### config.mk
export PLATFORM = sky130hd
export DESIGN_NAME = ssao_seq
export DESIGN_NICKNAME = d
export VERILOG_FILES = /design/src/hdl/ssao_pkg.sv /design/src/hdl/ssao_div.sv /design/src/hdl/ssao_seq.sv
export SDC_FILE = /design/constraint.sdc
export NUM_CORES = 1
export LEC_CHECK = 0
export ABC_AREA = 1
export BUFFER_PORTS_ARGS = -buffer_cell sky130_fd_sc_hd__clkbuf_2
export CAP_MARGIN = 20
export CORE_UTILIZATION = 47
export CTS_CLUSTER_DIAMETER = 60
export DETAILED_ROUTE_END_ITERATION = 8
export PLACE_DENSITY = 0.67
export SLEW_MARGIN = 25
export SYNTH_ARGS = -nofsm -noshare
export SYNTH_HDL_FRONTEND = slang
export SYNTH_SLANG_ARGS = --single-unit
### constraint.sdc
create_clock -name clk -period 12.1 [get_ports clk]
set_clock_uncertainty 0.05 [all_clocks]
set_input_delay 0.605 -clock clk [delete_from_list [all_inputs] [get_ports clk]]
set_output_delay 0.605 -clock clk [all_outputs]
set_load 0.01 [all_outputs]
### src/hdl/ssao_pkg.sv
// Shared types, constants and sample-offset tables for the ambient occlusion block.
// No dependencies; every other file imports this package.
package ssao_pkg;

  // Request kinds on the input channel
  typedef enum logic {
    KIND_WRITE = 1'b0,
    KIND_QUERY = 1'b1
  } kind_t;

  // Configuration register indexes
  typedef enum logic [1:0] {
    REG_WIDTH    = 2'd0,
    REG_HEIGHT   = 2'd1,
    REG_THRESH   = 2'd2,
    REG_STRENGTH = 2'd3
  } cfg_reg_t;

  localparam int CFG_IDX_W  = 2;
  localparam int CFG_DATA_W = 16;
  localparam int DIM_CFG_W  = 10;
  localparam int POS_W      = 9;
  localparam int DEPTH_W    = 32;
  localparam int CNT_W      = 7;
  localparam int STR_W      = 16;
  localparam int PROD_W     = STR_W + CNT_W;     // strength * occluded count
  localparam int NUM_W      = PROD_W + 8;        // times 255
  localparam int REM_W      = NUM_W + 1;         // numerator plus rounding term
  localparam int DSH_W      = CNT_W + 16 + 7;    // divisor shifted to top quotient bit
  localparam int Q_W        = 8;
  localparam int NUM_SAMPLES = 64;
  localparam logic [7:0] FULL_BRIGHT = 8'd255;

  // Reset values of the configuration registers
  localparam logic [DIM_CFG_W-1:0] RST_WIDTH    = 10'd512;
  localparam logic [DIM_CFG_W-1:0] RST_HEIGHT   = 10'd512;
  localparam logic [STR_W-1:0]     RST_THRESH   = 16'd66;
  localparam logic [STR_W-1:0]     RST_STRENGTH = 16'd22938;

  // One depth store entry
  typedef struct packed {
    logic               empty;
    logic [DEPTH_W-1:0] depth;
  } depth_entry_t;

  // Configuration registers as seen by the sequencer
  typedef struct packed {
    logic [DIM_CFG_W-1:0] image_width;
    logic [DIM_CFG_W-1:0] image_height;
    logic [STR_W-1:0]     threshold;
    logic [STR_W-1:0]     strength;
  } cfg_t;

  // Query sequencer states
  typedef enum logic [2:0] {
    ST_IDLE,
    ST_CENTRE,
    ST_SAMPLE,
    ST_DRAIN,
    ST_MUL,
    ST_SCALE,
    ST_DIVGO,
    ST_DIV_DONE
  } state_t;

  // Axis component of a sample direction
  typedef enum logic [2:0] {
    AX_ZERO,
    AX_POS,
    AX_NEG,
    DG_POS,
    DG_NEG
  } axis_code_t;

  typedef logic signed [5:0] off_t;

  // Rounded diagonal offsets, radius 2*(s+1) times cos 45
  localparam off_t DIAG_OFF [8] = '{6'sd1, 6'sd3, 6'sd4, 6'sd6, 6'sd7, 6'sd8, 6'sd10, 6'sd11};

  localparam axis_code_t DIR_X [8] = '{AX_POS, DG_POS, AX_ZERO, DG_NEG,
                                       AX_NEG, DG_NEG, AX_ZERO, DG_POS};
  localparam axis_code_t DIR_Y [8] = '{AX_ZERO, DG_POS, AX_POS, DG_POS,
                                       AX_ZERO, DG_NEG, AX_NEG, DG_NEG};

  // Offset along one axis for direction code and radius step
  function automatic off_t axis_offset(axis_code_t code, logic [2:0] step);
    off_t radius;
    radius = off_t'({2'b00, step, 1'b0}) + 6'sd2;
    unique case (code)
      AX_POS:  axis_offset = radius;
      AX_NEG:  axis_offset = -radius;
      DG_POS:  axis_offset = DIAG_OFF[step];
      DG_NEG:  axis_offset = -DIAG_OFF[step];
      default: axis_offset = 6'sd0;
    endcase
  endfunction

endpackage

### src/hdl/ssao_div.sv
// Restoring divider: ceil(num / (total * 65536)), one quotient bit per cycle.
// Depends on ssao_pkg widths.
module ssao_div
  import ssao_pkg::*;
(
  input  logic             clk,
  input  logic             rst_n,
  input  logic             start,
  input  logic [NUM_W-1:0] num,
  input  logic [CNT_W-1:0] total,
  output logic             done,
  output logic [Q_W-1:0]   quot
);

  logic [REM_W-1:0] rem_r, rem_nxt;
  logic [DSH_W-1:0] dsh_r, dsh_nxt;
  logic [Q_W-1:0]   q_r, q_nxt;
  logic [3:0]       cnt_r, cnt_nxt;
  logic             active_r, active_nxt;
  logic             done_r, done_nxt;
  logic             fits;

  // Compare remainder against shifted divisor
  assign fits = rem_r >= REM_W'(dsh_r);

  // Step the division
  always_comb begin
    rem_nxt    = rem_r;
    dsh_nxt    = dsh_r;
    q_nxt      = q_r;
    cnt_nxt    = cnt_r;
    active_nxt = active_r;
    done_nxt   = 1'b0;
    if (start) begin
      rem_nxt    = REM_W'(num) + REM_W'({total, 16'h0000}) - REM_W'(1);
      dsh_nxt    = {total, 16'h0000, 7'h00};
      q_nxt      = '0;
      cnt_nxt    = 4'd8;
      active_nxt = 1'b1;
    end else if (active_r) begin
      if (fits) begin
        rem_nxt = rem_r - REM_W'(dsh_r);
      end
      q_nxt   = {q_r[Q_W-2:0], fits};
      dsh_nxt = dsh_r >> 1;
      cnt_nxt = cnt_r - 4'd1;
      if (cnt_r == 4'd1) begin
        active_nxt = 1'b0;
        done_nxt   = 1'b1;
      end
    end
  end

  always_ff @(posedge clk) begin
    if (!rst_n) begin
      active_r <= 1'b0;
      done_r   <= 1'b0;
      cnt_r    <= '0;
    end else begin
      active_r <= active_nxt;
      done_r   <= done_nxt;
      cnt_r    <= cnt_nxt;
    end
  end

  always_ff @(posedge clk) begin
    rem_r <= rem_nxt;
    dsh_r <= dsh_nxt;
    q_r   <= q_nxt;
  end

  assign done = done_r;
  assign quot = q_r;

endmodule

### src/hdl/ssao_seq.sv
// Request sequencer: stores writes, walks the 64 sample offsets of a query through
// the depth memory read port, counts and scales. Uses ssao_pkg and ssao_div.
module ssao_seq
  import ssao_pkg::*;
#(
  parameter int MAX_WIDTH  = 512,
  parameter int MAX_HEIGHT = 512,
  parameter int AW         = 18,
  parameter int CW         = 11
) (
  input  logic                      clk,
  input  logic                      rst_n,
  input  cfg_t                      cfg,
  input  logic                      in_valid,
  output logic                      in_stall,
  input  logic                      in_kind,
  input  logic [POS_W-1:0]          in_pos_x,
  input  logic [POS_W-1:0]          in_pos_y,
  input  logic signed [DEPTH_W-1:0] in_depth_value,
  input  logic                      in_is_empty,
  output logic                      out_valid,
  input  logic                      out_stall,
  output logic [7:0]                out_ao_intensity,
  output logic [CNT_W-1:0]          out_occluded_count,
  output logic [CNT_W-1:0]          out_sample_count,
  output logic                      wr_en,
  output logic [AW-1:0]             wr_addr,
  output depth_entry_t              wr_data,
  output logic                      rd_en,
  output logic [AW-1:0]             rd_addr,
  input  depth_entry_t              rd_data
);

  localparam logic [AW-1:0] ROW_STRIDE = AW'(MAX_WIDTH);
  localparam logic [CW-1:0] MAXW_C     = CW'(MAX_WIDTH);
  localparam logic [CW-1:0] MAXH_C     = CW'(MAX_HEIGHT);

  state_t                state_r, state_nxt;
  logic [POS_W-1:0]      px_r, py_r;
  logic signed [DEPTH_W+1:0] cref_r;
  logic [5:0]            idx_r;
  logic                  pend_r;
  logic [CNT_W-1:0]      occ_r, tot_r;
  logic [PROD_W-1:0]     prod_r;
  logic [NUM_W-1:0]      num_r;
  logic [Q_W-1:0]        q_r;
  logic                  full_r;
  logic                  div_wait_r;
  logic                  out_valid_r;
  logic [7:0]            out_ao_r;
  logic [CNT_W-1:0]      out_occ_r, out_tot_r;

  logic [CW-1:0]         w_cl, h_cl;
  logic [CW-1:0]         in_x_c, in_y_c;
  logic                  in_acc, is_query, centre_in, write_ok;
  logic signed [CW-1:0]  sx, sy;
  off_t                  ox, oy;
  logic                  inb;
  logic                  out_load;
  logic                  smp_occ;
  logic                  div_start, div_done;
  logic [Q_W-1:0]        div_q;

  // Map a pixel to its store address
  function automatic logic [AW-1:0] addr_of(logic [CW-1:0] xv, logic [CW-1:0] yv);
    addr_of = AW'(AW'(yv) * ROW_STRIDE + AW'(xv));
  endfunction

  // Clamp image size to the store
  assign w_cl = (CW'(cfg.image_width) > MAXW_C) ? MAXW_C : CW'(cfg.image_width);
  assign h_cl = (CW'(cfg.image_height) > MAXH_C) ? MAXH_C : CW'(cfg.image_height);

  assign in_x_c    = CW'(in_pos_x);
  assign in_y_c    = CW'(in_pos_y);
  assign in_acc    = in_valid && (state_r == ST_IDLE);
  assign is_query  = (in_kind == KIND_QUERY);
  assign centre_in = (in_x_c < w_cl) && (in_y_c < h_cl);
  assign write_ok  = (in_x_c < MAXW_C) && (in_y_c < MAXH_C);

  // Sample position for the current offset index
  assign ox  = axis_offset(DIR_X[idx_r[5:3]], idx_r[2:0]);
  assign oy  = axis_offset(DIR_Y[idx_r[5:3]], idx_r[2:0]);
  assign sx  = $signed(CW'(px_r)) + CW'(ox);
  assign sy  = $signed(CW'(py_r)) + CW'(oy);
  assign inb = !sx[CW-1] && !sy[CW-1] && ($unsigned(sx) < w_cl) && ($unsigned(sy) < h_cl);

  // Occluder test on returned sample
  assign smp_occ = !rd_data.empty &&
                   ($signed({{2{rd_data.depth[DEPTH_W-1]}}, rd_data.depth}) < cref_r);

  // Hold the result until the divider has handed over its quotient and the output register is free
  assign out_load = (state_r == ST_DIV_DONE) && !div_wait_r && (!out_valid_r || !out_stall);

  // Next state
  always_comb begin
    state_nxt = state_r;
    unique case (state_r)
      ST_IDLE: begin
        if (in_acc && is_query) begin
          state_nxt = centre_in ? ST_CENTRE : ST_DIV_DONE;
        end
      end
      ST_CENTRE: begin
        state_nxt = rd_data.empty ? ST_DIV_DONE : ST_SAMPLE;
      end
      ST_SAMPLE: begin
        if (idx_r == 6'd63) begin
          state_nxt = ST_DRAIN;
        end
      end
      ST_DRAIN:  state_nxt = ST_MUL;
      ST_MUL:    state_nxt = (tot_r == '0) ? ST_DIV_DONE : ST_SCALE;
      ST_SCALE:  state_nxt = ST_DIVGO;
      ST_DIVGO:  state_nxt = ST_DIV_DONE;
      ST_DIV_DONE: begin
        if (out_load) begin
          state_nxt = ST_IDLE;
        end
      end
      default:   state_nxt = ST_IDLE;
    endcase
  end

  // Handshake and memory controls
  always_comb begin
    in_stall  = (state_r != ST_IDLE);
    wr_en     = in_acc && !is_query && write_ok;
    wr_addr   = addr_of(in_x_c, in_y_c);
    wr_data   = '{empty: in_is_empty, depth: in_depth_value};
    rd_en     = (in_acc && is_query && centre_in) || ((state_r == ST_SAMPLE) && inb);
    rd_addr   = (state_r == ST_IDLE) ? addr_of(in_x_c, in_y_c)
                                     : addr_of($unsigned(sx), $unsigned(sy));
    div_start = (state_r == ST_DIVGO);
  end

  ssao_div u_div (
    .clk   (clk),
    .rst_n (rst_n),
    .start (div_start),
    .num   (num_r),
    .total (tot_r),
    .done  (div_done),
    .quot  (div_q)
  );

  // Control registers
  always_ff @(posedge clk) begin
    if (!rst_n) begin
      state_r     <= ST_IDLE;
      pend_r      <= 1'b0;
      div_wait_r  <= 1'b0;
      out_valid_r <= 1'b0;
    end else begin
      state_r <= state_nxt;
      pend_r  <= (state_r == ST_SAMPLE) && inb;
      // Track the divider from start until its quotient is latched
      if (div_start) begin
        div_wait_r <= 1'b1;
      end else if (div_done) begin
        div_wait_r <= 1'b0;
      end
      if (out_load) begin
        out_valid_r <= 1'b1;
      end else if (!out_stall) begin
        out_valid_r <= 1'b0;
      end
    end
  end

  // Datapath registers
  always_ff @(posedge clk) begin
    // Latch query centre
    if (in_acc && is_query) begin
      px_r   <= in_pos_x;
      py_r   <= in_pos_y;
      full_r <= !centre_in;
    end
    // Centre depth arrives: set compare level, clear counts
    if (state_r == ST_CENTRE) begin
      cref_r <= $signed({{2{rd_data.depth[DEPTH_W-1]}}, rd_data.depth})
                - $signed({2'b00, 16'h0000, cfg.threshold});
      full_r <= rd_data.empty;
      occ_r  <= '0;
      tot_r  <= '0;
      idx_r  <= '0;
    end
    // Advance offset index
    if (state_r == ST_SAMPLE) begin
      idx_r <= idx_r + 6'd1;
    end
    // Count returned sample
    if (pend_r) begin
      tot_r <= tot_r + CNT_W'(1);
      if (smp_occ) begin
        occ_r <= occ_r + CNT_W'(1);
      end
    end
    if (state_r == ST_MUL) begin
      prod_r <= PROD_W'(cfg.strength) * PROD_W'(occ_r);
      full_r <= (tot_r == '0);
    end
    if (state_r == ST_SCALE) begin
      num_r <= {prod_r, 8'h00} - NUM_W'(prod_r);
    end
    if (div_done) begin
      q_r <= div_q;
    end
    // Load result register
    if (out_load) begin
      if (full_r) begin
        out_ao_r  <= FULL_BRIGHT;
        out_occ_r <= '0;
        out_tot_r <= '0;
      end else begin
        out_ao_r  <= FULL_BRIGHT - q_r;
        out_occ_r <= occ_r;
        out_tot_r <= tot_r;
      end
    end
  end

  assign out_valid          = out_valid_r;
  assign out_ao_intensity   = out_ao_r;
  assign out_occluded_count = out_occ_r;
  assign out_sample_count   = out_tot_r;

  // Counts stay consistent
  a_occ_le_tot: assert property (@(posedge clk) disable iff (!rst_n)
    (state_r == ST_SAMPLE || state_r == ST_DRAIN || state_r == ST_MUL) |-> occ_r <= tot_r)
    else $error("occluded count exceeds sample count");

  a_tot_max: assert property (@(posedge clk) disable iff (!rst_n)
    (state_r == ST_MUL) |-> tot_r <= CNT_W'(NUM_SAMPLES))
    else $error("sample count above 64");

  a_first_sample_clear: assert property (@(posedge clk) disable iff (!rst_n)
    (state_r == ST_SAMPLE && idx_r == 6'd0) |-> (tot_r == '0 && occ_r == '0))
    else $error("counts not cleared at sample start");

  a_pend_source: assert property (@(posedge clk) disable iff (!rst_n)
    pend_r |-> $past(state_r) == ST_SAMPLE)
    else $error("sample return without a sample read");

  a_div_wait: assert property (@(posedge clk) disable iff (!rst_n)
    (state_r == ST_DIVGO) |=> ##8 div_done)
    else $error("divider did not finish in eight cycles");

endmodule

# Word-level counts from Yosys, hierarchy flattened
# Memories as Yosys holds them, arrays and structs flattened.
# Index checks and enable logic that the tools add are counted.
[totals]
romBits = 96
mem_count = 3
regBits = 239
out_inout_bits = 95
wordCells = 163
[mem_list]
columns = ["name", "words", "word_bits", "read_ports", "rd_ports_with_merged_regs", "write_ports", "line", "source"]
rows = [
  ["(no name shown)", 8, 6, 1, 0, 0, "ssao_pkg.sv:93", "DG_NEG: axis_offset = -DIAG_OFF[step];"],
  ["(no name shown)", 8, 3, 1, 0, 0, "ssao_seq.sv:82", "assign oy = axis_offset(DIR_Y[idx_r[5:3]], idx_r[2:0]);"],
  ["(no name shown)", 8, 3, 1, 0, 0, "ssao_seq.sv:81", "assign ox = axis_offset(DIR_X[idx_r[5:3]], idx_r[2:0]);"],
]
[op_classes]
order_cmp = 12
multipliers = 1
mux = 43
n_bitwise = 4
add_sub_neg = 17
n_eq_ne = 21
reduce_logical = 37
[ops]
columns = ["op", "count"]
rows = [
  ["two-way mux 32 bit", 3],
  ["two-way mux 30 bit", 2],
  ["case mux 6 bit (4 select lines)", 2],
  ["two-way mux 7 bit", 5],
  ["< comparator 32 x 34 -> 1 bit", 1],
  ["subtractor 32 x 17 -> 33 bit", 1],
  ["adder 31 x 23 -> 32 bit", 1],
  [">= comparator 32 x 30 -> 1 bit", 1],
  ["subtractor 32 x 1 -> 32 bit, second input constant", 1],
  ["subtractor 32 x 30 -> 32 bit", 1],
  ["subtractor 31 x 23 -> 31 bit", 1],
  ["two-way mux 3 bit", 9],
  ["two-way mux 6 bit", 4],
  ["case mux 3 bit (8 select lines)", 1],
  ["multiplier 16 x 7 -> 23 bit", 1],
  ["adder 10 x 6 -> 11 bit", 2],
  ["< comparator 11 x 10 -> 1 bit", 2],
  ["> comparator 10 bit, second input constant", 2],
  ["< comparator 9 x 10 -> 1 bit", 2],
  ["< comparator 9 x 10 -> 1 bit, second input constant", 2],
  ["two-way mux 10 bit", 2],
  ["adder 18 x 11 -> 18 bit", 1],
  ["adder 18 x 9 -> 18 bit", 1],
  ["== test 3 x 2 -> 1 bit, second input constant", 6],
  ["31 further kinds", 81],
]

# Logic depth before layout (Yosys ltp)
# Gate-level depths: netlist of run 1.
[depth]
depth_word = 13
ltp_mapped = 28
ltp_nobuf = 28

# Modules after synthesis
# From an unflattened synthesis of run 1, not the netlist that was laid out.
[hier_totals]
hier_cells = 3156
area_unflattened_um2 = 23000.8
[by_module_without_submodules]
columns = ["module", "area_each_um2", "seq_area_each_um2", "cells_each", "n_inst"]
rows = [
  ["ssao_seq", 15142.0, 4734.5, 1814, 1],
  ["ssao_div", 7858.8, 1911.8, 1342, 1],
]

# Worst setup path before layout of run 1
# No wires, ideal clock.
[synth_timing]
path_kind = "register -> register"
from = "reg occ_r[3]"
to = "reg prod_r[20] (data pin)"
synth_period_minus_slack_ns = 4.917
arrival_time_ns = 4.615
required_time_ns = 11.798
stages_incl_launch_ff = 19
path_buffers = 2
path_slack_ns = 7.183
cell_sequence = "dfxtp_1 -> clkbuf_1 -> buf_1 -> nand2_1 -> fa_1 -> inv_1 -> fa_1 -> fa_1 -> fa_1 -> ha_1 -> nand2_1 -> nor2_1 -> nand4_1 -> o211ai_1 -> a21boi_0 -> o21ai_0 -> nand3_1 -> nand3_1 -> nand2_1"
[synth_between]
elab_chain_len = 1
[synth_rtl]
columns = ["element", "line", "source"]
rows = [
  ["start: declaration", "ssao_seq.sv:43", "logic [CNT_W-1:0] occ_r, tot_r;"],
  ["start signal: assignment", "ssao_seq.sv:195", "occ_r <= occ_r + CNT_W'(1);"],
  ["multiplier 16 x 7 -> 23 bit", "ssao_seq.sv:199", "prod_r <= PROD_W'(cfg.strength) * PROD_W'(occ_r);"],
  ["end signal: assignment", "ssao_seq.sv:199", ""],
  ["end: declaration", "ssao_seq.sv:44", "logic [PROD_W-1:0] prod_r;"],
]
# Every way passes these cells.
# A chain may end at the register's enable or synchronous reset.

# Worst setup path after layout of run 1
[layout_timing]
from = "reg idx_r[0]"
to = "out rd_addr[15]"
[layout_between]
elab_chain_len = 9
[layout_rtl]
columns = ["element", "line", "source"]
rows = [
  ["start: declaration", "ssao_seq.sv:41", "logic [5:0] idx_r;"],
  ["start signal: assignment", "ssao_seq.sv:189", "idx_r <= idx_r + 6'd1;"],
  ["inverter 3 -> 4 bit (not written as such)", "ssao_pkg.sv:92, ssao_pkg.sv:93", ""],
  ["memory read (8 x 6 bit)", "--", ""],
  ["two-way mux 6 bit (not written as such) (2 in series)", "ssao_pkg.sv:93", ""],
  ["negation 6 bit", "ssao_pkg.sv:93", ""],
  ["case mux 6 bit (4 select lines)", "ssao_pkg.sv:89", "unique case (code)"],
  ["adder 10 x 6 -> 11 bit (on tied branches)", "ssao_seq.sv:84, ssao_seq.sv:83", ""],
  ["adder 18 x 11 -> 18 bit *", "ssao_seq.sv:66", "addr_of = AW'(AW'(yv) * ROW_STRIDE + AW'(xv));"],
  ["two-way mux 18 bit *", "ssao_seq.sv:131", "rd_addr = (state_r == ST_IDLE) ? addr_of(in_x_c, in_y_c)"],
  ["end: declaration", "ssao_seq.sv:30", "output logic [AW-1:0] rd_addr,"],
]
# Mark *: on every way between the ends. The rest lies on a longest branch, timed or not. The select of a mux whose other input is x is not followed.

==> results of run 1 <==
==> cell usage in the layout (no fill, tap or decap), types with 4 or more instances in the layout <==
master / instances
bufinv_16: 5
nand3_1: 104
buf_4: 9
a21oi_1: 204
edfxtp_1: 188
clkinv_1: 4
o21ai_0: 174
nand3b_1: 9
fa_1: 74
xnor2_1: 34
nor4_1: 9
ha_1: 238
clkinv_4: 4
inv_1: 529
clkbuf_2: 169
o21bai_1: 21
xor2_1: 70
nor3_1: 52
or2_2: 8
dfxtp_1: 49
o21a_1: 12
nor2_1: 204
nand4_1: 41
a21boi_0: 10
clkbuf_16: 31
o211ai_1: 6
nand2_1: 730
inv_6: 4
a211oi_1: 7
a31oi_1: 21
a21o_1: 14
==> cells in the mapped netlist, drive strengths merged (13+ instances only) <==
| cell | number |
|---|---|
| a21boi | 13 |
| a21o | 14 |
| a21oi | 205 |
| a31oi | 21 |
| buf | 61 |
| clkbuf | 32 |
| dfxtp | 50 |
| edfxtp | 188 |
| fa | 74 |
| ha | 238 |
| inv | 531 |
| nand2 | 733 |
| nand3 | 106 |
| nand4 | 42 |
| nor2 | 209 |
| nor3 | 54 |
| o21a | 13 |
| o21ai | 176 |
| o21bai | 22 |
| xnor2 | 34 |
| xor2 | 70 |
==> state kept, by name, summed over array words and instances, names as in the netlist, 8 cells and up <==
signal	count
u_div.rem_r	32
px_r	9
u_div.quot	8
u_div.dsh_r	30
cref_r	33
num_r	31
out_ao_intensity	8
q_r	8
prod_r	23
py_r	9
==> where the power goes <==
part / total (mW) / internal [mW] / leakage, nW / switching (mW)
sequential: 1.34 / 1.18 / 2.13 / 0.168
clock: 0.980 / 0.599 / 0.531 / 0.381
combinational: 3.45 / 1.22 / 9.65 / 2.24
total: 5.78 / 2.99 / 12.3 / 2.79
==> cells by family after synthesis <==
| logic type | synth area share [%] |
|---|---|
| and+or+nand+nor | 21.8 |
| xor gates and xnor gates | 4.09 |
| DFF | 29.8 |
| buffers and inverters | 11.5 |
| muxes | 0.0449 |
| adders and majority gates | 20.0 |
| AOI/OAI and AO/OA | 12.7 |
==> area by class of cell <==
class / count / area share (%)
clock buffer: 36 / 3.36
clock inverter: 22 / 1.14
inverter: 532 / 8.15
multi-input combinational: 2093 / 53.4
sequential: 238 / 27.1
tap: 607 / 3.10
timing repair buffer: 178 / 3.72
==> stage by stage <==
step / instance area [sq um] / instances
2_1_floorplan: 22300 / 2956
3_3_place_gp: 23400 / 3648
3_5_place_dp: 23400 / 3648
4_1_cts: 24500 / 3706
5_1_grt: 24500 / 3706
6_report: 24500 / 3706
==> final timing paths <==
kind                         startpoint                    to  slack [ns]  cells past startpoint
max              idx_r[0]$_SDFFCE_PN0P_           rd_addr[15]        6.17                     24
min                         in_pos_x[0]     px_r[0]$_DFFE_PP_        0.20                      1
max reg2reg            occ_r[6]$_DFF_P_  prod_r[20]$_DFFE_PP_        6.78                     16
min reg2reg  u_div.quot[3]$_SDFFE_PP0P_      q_r[3]$_DFFE_PP_        0.40                      0
==> per-layer routing <==
layer / track usage, % / routed length (microns) / vias up
li1: - / - / 9847
met1: 31.4 / 25600 / 8960
met2: 40.6 / 26700 / 497
met3: 2.71 / 2870 / 103
met4: 7.82 / 1860 / 4
met5: 0 / 23 / -
==> run summary, run 1 <==
Setup repair after global routing left no endpoint under its margin. STA classifies the critical path startpoint as a register. Compared with the post-synthesis result, the final layout area differs by 10.1%.

Number of endpoints with negative hold slack in the final report: 0. Post-CTS repair changed the size of 0 cells. In this run the tightest slew margin relative to its limit is 47.7%. For the final routed database, the setup TNS stands at 0 ns. The final reports fail on design-rule violations. Summed over all layers, the routed wires come to 57,000 microns. The run gives 23.8% as the global routing usage summed across all routing layers. The fill cell total of the finished layout came out at 4,543. On the final layout, the worst hold slack is 0.198 ns.

The largest vdd supply drop was 0.136 mV. The tools report the achievable clock frequency as 169 MHz. The die span in x came out at 220 microns. The classification of the worst setup path was register to primary output. The cell area after synthesis came out at 0.0223 sq mm. For the pre-CTS setup slack, the log shows 6.77 ns.

The count of routing violations after the opening detailed-route iteration is 1,090. Entering global routing, the biggest net connects 64 pins. After floorplanning, the core was sized to cover 0.0467 sq mm. The arrival time of data at the critical path endpoint is 5.27 ns, and the I/O pin total is 236. The count of buffers added on input and output ports is 169. TritonCTS buffer count: 31. The first detailed-routing pass took 8 iterations. The synthesized design spends more area on one cell type than any other, namely edfxtp_1. The post-route clock period utilization was 49.0%.

Yosys mapped the design onto 60 distinct sky130hd cell types. After detailed routing, the number of vias per cell comes to 5.24. The die covers 0.0483 sq mm. The routed layout has 19,400 vias. The standby leakage power is 12.3 nW. For this design the ratio of total power to cell area is 236 mW/mm^2.

The sequential area share after synthesis was 29.8%. The first global-routing pass estimated 93,000 microns of wire. Capturing element type of the critical path: a primary output. Clock latency on the worst-skew pair, taken at its later pin, is 0.59 ns. The proportion of register bits with asynchronous set or reset after synthesis is 0%.

The initial utilization of the core area, before any placement, comes to 47.7%. For this run, the post-layout net count is 3,527. The tree built by TritonCTS fans out to 238 sinks. In this run the worst path has a maximum fanout of 10.

In this run the worst hold path is classified as input port to register. The share of layout cells above drive strength 1 works out to 8.36%. After detailed routing, the number of remaining DRC violations is 8. The signal on the critical path passes through inv_1 > ha_1 > inv_1 > o21ai_0 > ha_1 > xnor2_1 > a22oi_1 > a21oi_1 > ha_1 > a21oi_1 > inv_1 > a31oi_1 > o21ai_0 > nand4_1 > nand3_1 > a21oi_1 > ha_1 > ha_1 > o21bai_2 > nand3_1 > nand2_1 > nand3_1 > nand2_1 > clkbuf_2.

Overall power consumption after layout is estimated at 5.78 mW. The tools report the maximum clock insertion buffer count as 3. The tool flagged a number of max-cap violations equal to 0.

The tools report the via count of the first global-routing pass as 18,900. The tools report the instance count of the mapped netlist as 2,956. The tools report the end-of-flow core utilization as 52.6%.

The count of buffering cells on the critical path with inverters included is 4, and the worst-margin pin slew is 0.783 ns. The run gives 0.00665 sq mm as the area of all sequential standard cells. The top cell type by area accounts for 25.3% of the synthesized area. In the post-synthesis netlist, the biggest area contributors are edfxtp_1 (25%), ha_1 (13%), nand2_1 (12%). During synthesis, Yosys emitted a total of 0 warnings. Cell occurring most often along the worst timing path: ha_1. The number of nets in the synthesized netlist is 3,409. The logs give 0 for the final count of negative-setup-slack endpoints and 3 for the initial antenna violation count.

The area used by multi-input combinational logic is 0.0131 sq mm. The final-report max-slew violation count was 0. The tools report the HPWL reported at the end of detailed placement as 46,300 microns. TritonCTS built the clock tree. Buffers added to address setup during post-CTS repair amount to 0. The flow ran to the end, but the final reports show violations. The floorplan has 79 rows. For the final weighted congestion in routability-driven placement, the log shows 0.983.

The number of register bits inferred by synthesis is 238, and the delay contributed by the slowest stage of the critical path is 0.54 ns. The family of cells with the greatest summed delay on the critical path was compound AO/OA/AOI/OAI gates. The time the final worst path needs with I/O delays and setup was 5.93 ns. The number of hold buffers added after CTS was 0. 0 antenna diodes ended up in the layout. The slowest cell on the critical path was edfxtp_1. Clock-pin slew was measured on the worst setup and hold paths at 0.06 ns. The post-detailed-route wirelength per cell came out at 15.4 microns. The tools report the required arrival time at the worst endpoint as 11.44 ns.

The tree is rooted in a clkbuf_16. The H-tree depth reported by CTS was 1. The number of flops mapped to enable cells by yosys was 188.

The tools report the setup slack after layout as 6.17 ns. Among all flip-flop cells after synthesis, the most frequent one is edfxtp_1. The die is 220 microns tall. In this run the remaining antenna-violating nets after routing total 0. The overflow left after global routing was 0; the mean instance size in the synthesized netlist was 7.54 sq um.
No activity file was read; power rests on OpenSTA's default activity.
==> inputs of run 2 (changes only) <==
- clock period: 12.1 -> 6.05 ns (I/O delays scaled with it)
==> run 2 against run 1 <==
  * The flow still finishes with violations (design-rule violations)
  * Core utilization up 0.56 points
  * Clock power up 110%
  * Routed wire length up 0.73%
  * Final area up 1.1%
  * Critical path type unchanged
==> run summary, run 2 (synthesis gave the netlist of run 1 again) <==
The number of antenna diodes is 0 (unchanged), and the portion of total power attributed to sequential cells is 23.0% (was 23.3%). Critical register-to-register path startpoint: occ_r[6]$_DFF_P_ (unchanged). Overflow left after global routing: 0 (unchanged). The die span in x is 220 microns (unchanged). The relative slew slack was 49.1% (was 47.7%). The number of standard-cell rows in the floorplan was 79 (unchanged). Largest registers: cref_r (33), u_div.rem_r (32), num_r (31) (unchanged).

The worst-margin pin slew was 0.763 ns (was 0.783 ns). The commonest non-fill, non-tap cell in the layout was nand2_1 (unchanged). The tools report the fraction of power consumed by the clock network as 17.2% (was 16.9%).

Violations in the final reports: design-rule violations (unchanged). For the TritonCTS buffer count, the log shows 31 (unchanged). The required arrival time at the worst endpoint is 5.70 ns (was 11.44 ns), and the number of vias in the routed layout is 19,600 (was 19,400). For the detailed-router iteration count before antenna repair, the log shows 9 (was 8). For the clock latency on the worst-skew pair, the log shows 0.59 ns (about the same).

Capture point of the worst reg-to-reg path: prod_r[20]$_DFFE_PP_ (unchanged). The logs give 236 (unchanged) for the I/O pin total and 0 (unchanged) for the count of max-cap constraint violations. The logs give 18,800 (was 18,900) for the via count of the first global-routing pass and 93,000 microns (about the same) for the global-route wire length before repair. The logs give 0.0467 sq mm (unchanged) for the core outline area and 0.0234 sq mm (about the same) for the area after detailed placement. Capturing element type of the critical path: a primary output (unchanged). For the sum of negative setup slack, the log shows 0 ns (unchanged). Start point of the worst min-delay path: rd_data[24] (was in_pos_x[0]). Setup repair after global routing left no endpoint under its margin.

For the H-tree depth reported by CTS, the log shows 1 (unchanged). The post-route cell area was 0.0248 sq mm (was 0.0245 sq mm); the cell depth of the worst hold path was 2 (was 1). The number of flip-flops in the largest register works out to 33 (unchanged).

The cell count after placement is 3,652 (was 3,648), and the HPWL reported at the end of detailed placement is 46,400 microns (was 46,300 microns). The switching power of the nets was 5.60 mW (was 2.79 mW). The die boundary height was 220 microns (unchanged). The run gives 59.8% (about the same) as the part of the power in combinational logic. The tools report the initial antenna violation count as 0 (was 3). The number of cells traversed by the worst register-to-register path works out to 16 (unchanged). Time the final worst path needs with I/O delays and setup: 5.46 ns.

The DRC violation count after routing came out at 8 (unchanged). The reg2reg setup slack was 0.72 ns (was 6.78 ns). The register bank with the most flops is cref_r (unchanged). Path class of the lowest-slack min-delay path: input port to register (unchanged). The standby leakage power is 12.4 nW (was 12.3 nW). Via density per instance: 5.25 (was 5.24). Count of buffers from port buffering: 169 (unchanged). The logs give 3,554 (was 3,527) for the number of nets in the layout and 0 (unchanged) for the final-report max-slew violation count. The power per standard cell area was 471 mW/mm^2 (was 236 mW/mm^2); the CTS sink count was 238 (unchanged). The fraction of power spent switching nets is 48.0% (was 48.2%), and the total routed wirelength is 57,500 microns (was 57,000 microns). The final hold slack came out at 0.0377 ns (was 0.198 ns). The pre-CTS setup slack came out at 0.757 ns (was 6.77 ns). The classification of the worst setup path is register to primary output (unchanged). The logs give 6.06 mW (was 2.99 mW) for the total internal power and 0.0483 sq mm (unchanged) for the total die area.

Final count of negative-setup-slack endpoints: 0 (unchanged). The area growth from synthesis to final layout was 11.3% (was 10.1%); the largest vdd supply drop was 0.273 mV (was 0.136 mV). The maximum clock insertion buffer count was 3 (unchanged). The CTS root buffer is clkbuf_16 (unchanged).

Type of element launching the critical path: a register (unchanged). For the count of routing violations after the opening detailed-route iteration, the log shows 1,242 (was 1,090). Clock transition at the registers of the reported paths: 0.06 ns (about the same). The final weighted congestion in routability-driven placement was 0.908 (was 0.983); the initial core utilization was 47.7% (unchanged). Arrival time of data at the critical path endpoint: 5.10 ns (was 5.27 ns). The hold-critical path endpoint was cref_r[24]$_DFFE_PP_ (was px_r[0]$_DFFE_PP_).

The share of layout cells above drive strength 1 came out at 8.48% (was 8.36%). TritonCTS built the clock tree. Global routing usage summed across all routing layers: 24.0% (was 23.8%). Number of endpoints with negative hold slack in the final report: 0 (unchanged). The run gives 183 MHz as the achievable clock frequency. The run finished, with violations left. The tools report the pin count of the biggest net entering global routing as 64 (unchanged).

The largest fanout on the critical path is 8 (was 10), and the non-filler instance count after layout is 3,732 (was 3,706). The run gives 0.593 ns (was 6.17 ns) as the setup slack after layout. The post-detailed-route wirelength per cell came out at 15.4 microns (about the same). Commonest non-fill, non-tap cells in the layout: nand2_1 (730), inv_1 (529), ha_1 (238) (unchanged). The post-route clock period utilization is 90.2%. The run gives 0 (unchanged) as the remaining antenna violation count after routing.
[run 2: changes by cell type in the layout (fill, tap and decap cells not counted), moves of 2 or more]
cell / previous run / this run
dlygate4sd3_1: 0 / 20
buf_4: 9 / 16
bufinv_16: 5 / 7
clkbuf_1: 2 / 0
clkbuf_8: 3 / 1
clkinv_1: 4 / 6
clkinv_2: 2 / 4
clkinv_4: 4 / 2
inv_6: 4 / 2
inv_8: 0 / 2
[run 2: how the worst max path moves through the flow]
stage | startpoint | endpoint | slack (ns) | depth (start not counted)
2_1_floorplan | occ_r[3]$_DFF_P_ | prod_r[20]$_DFFE_PP_ | 1.13 | 18
3_3_place_gp | occ_r[6]$_DFF_P_ | prod_r[20]$_DFFE_PP_ | 0.89 | 16
3_5_place_dp | occ_r[6]$_DFF_P_ | prod_r[20]$_DFFE_PP_ | 0.76 | 16
4_1_cts | idx_r[0]$_SDFFCE_PN0P_ | rd_addr[15] | 0.38 | 24
5_1_grt | idx_r[3]$_SDFFCE_PN0P_ | rd_en | 0.17 | 23
6_report | idx_r[3]$_SDFFCE_PN0P_ | rd_en | 0.59 | 23
[run 2: through the flow]
stage / utilization [%] / power, mW
after detailed placement: 50.3 / 9.61
after floorplan: - / 7.72
after global placement: 50.3 / 9.47
after CTS: 53.1 / 11.7
after global routing: 53.1 / 12.8
final: 53.1 / 11.7
[run 2: critical path, cell delays in order, from the launching register on]
cell,delay (ns)
edfxtp_1,0.51
inv_1,0.21
ha_1,0.41
inv_1,0.12
o22ai_1,0.11
and2_1,0.25
a21oi_1,0.09
nor2_1,0.49
ha_1,0.38
inv_1,0.10
o21bai_1,0.08
a21oi_1,0.19
xor2_1,0.35
ha_1,0.32
inv_1,0.07
nor3_1,0.05
a211oi_1,0.17
nand2_1,0.08
nand2_1,0.06
nand2_1,0.06
nand2_1,0.06
nand3_1,0.11
nand2_1,0.08
clkbuf_2,0.14
[run 2: cell type report]
| cell class | count | area, sq um |
|---|---|---|
| clock buffers | 32 | 790 |
| clock inverters | 25 | 329 |
| fillers | 4456 | 21900 |
| inverters | 532 | 2000 |
| multi-input cells | 2093 | 13100 |
| flip-flops and latches | 238 | 6650 |
| well taps | 607 | 759 |
| repair buffers | 205 | 1170 |
[run 2: power by group through the flow]
stage          Clock (mW)  Combinational (mW)  Sequential (mW)
2_1_floorplan           0                5.20             2.52
3_3_place_gp            0                6.78             2.69
3_5_place_dp            0                6.90             2.71
4_1_cts              2.05                6.97             2.68
5_1_grt              2.10                7.96             2.73
6_report             2.01                6.98             2.68
[run 2: layer usage]
layer  share of wire (%)  up-vias  global-route usage [%]  routed length, microns
li1                    -     9897                       -                       -
met1                  46     9142                    32.0                   26200
met2                  47      465                    40.4                   26900
met3                 4.4      107                    2.79                    2550
met4                 3.3        0                    7.61                    1890
met5                   0        -                       0                       0
[run 2: timing repair]
| action | CTS | global route |
|---|---|---|
| hold buffers | 20 | 0 |
| endpoints found under the hold margin | 23 | 0 |
| setup endpoints to repair | 0 | 8 |
| buffers inserted | 0 | 3 |
| gates resized for setup | 0 | 1 |
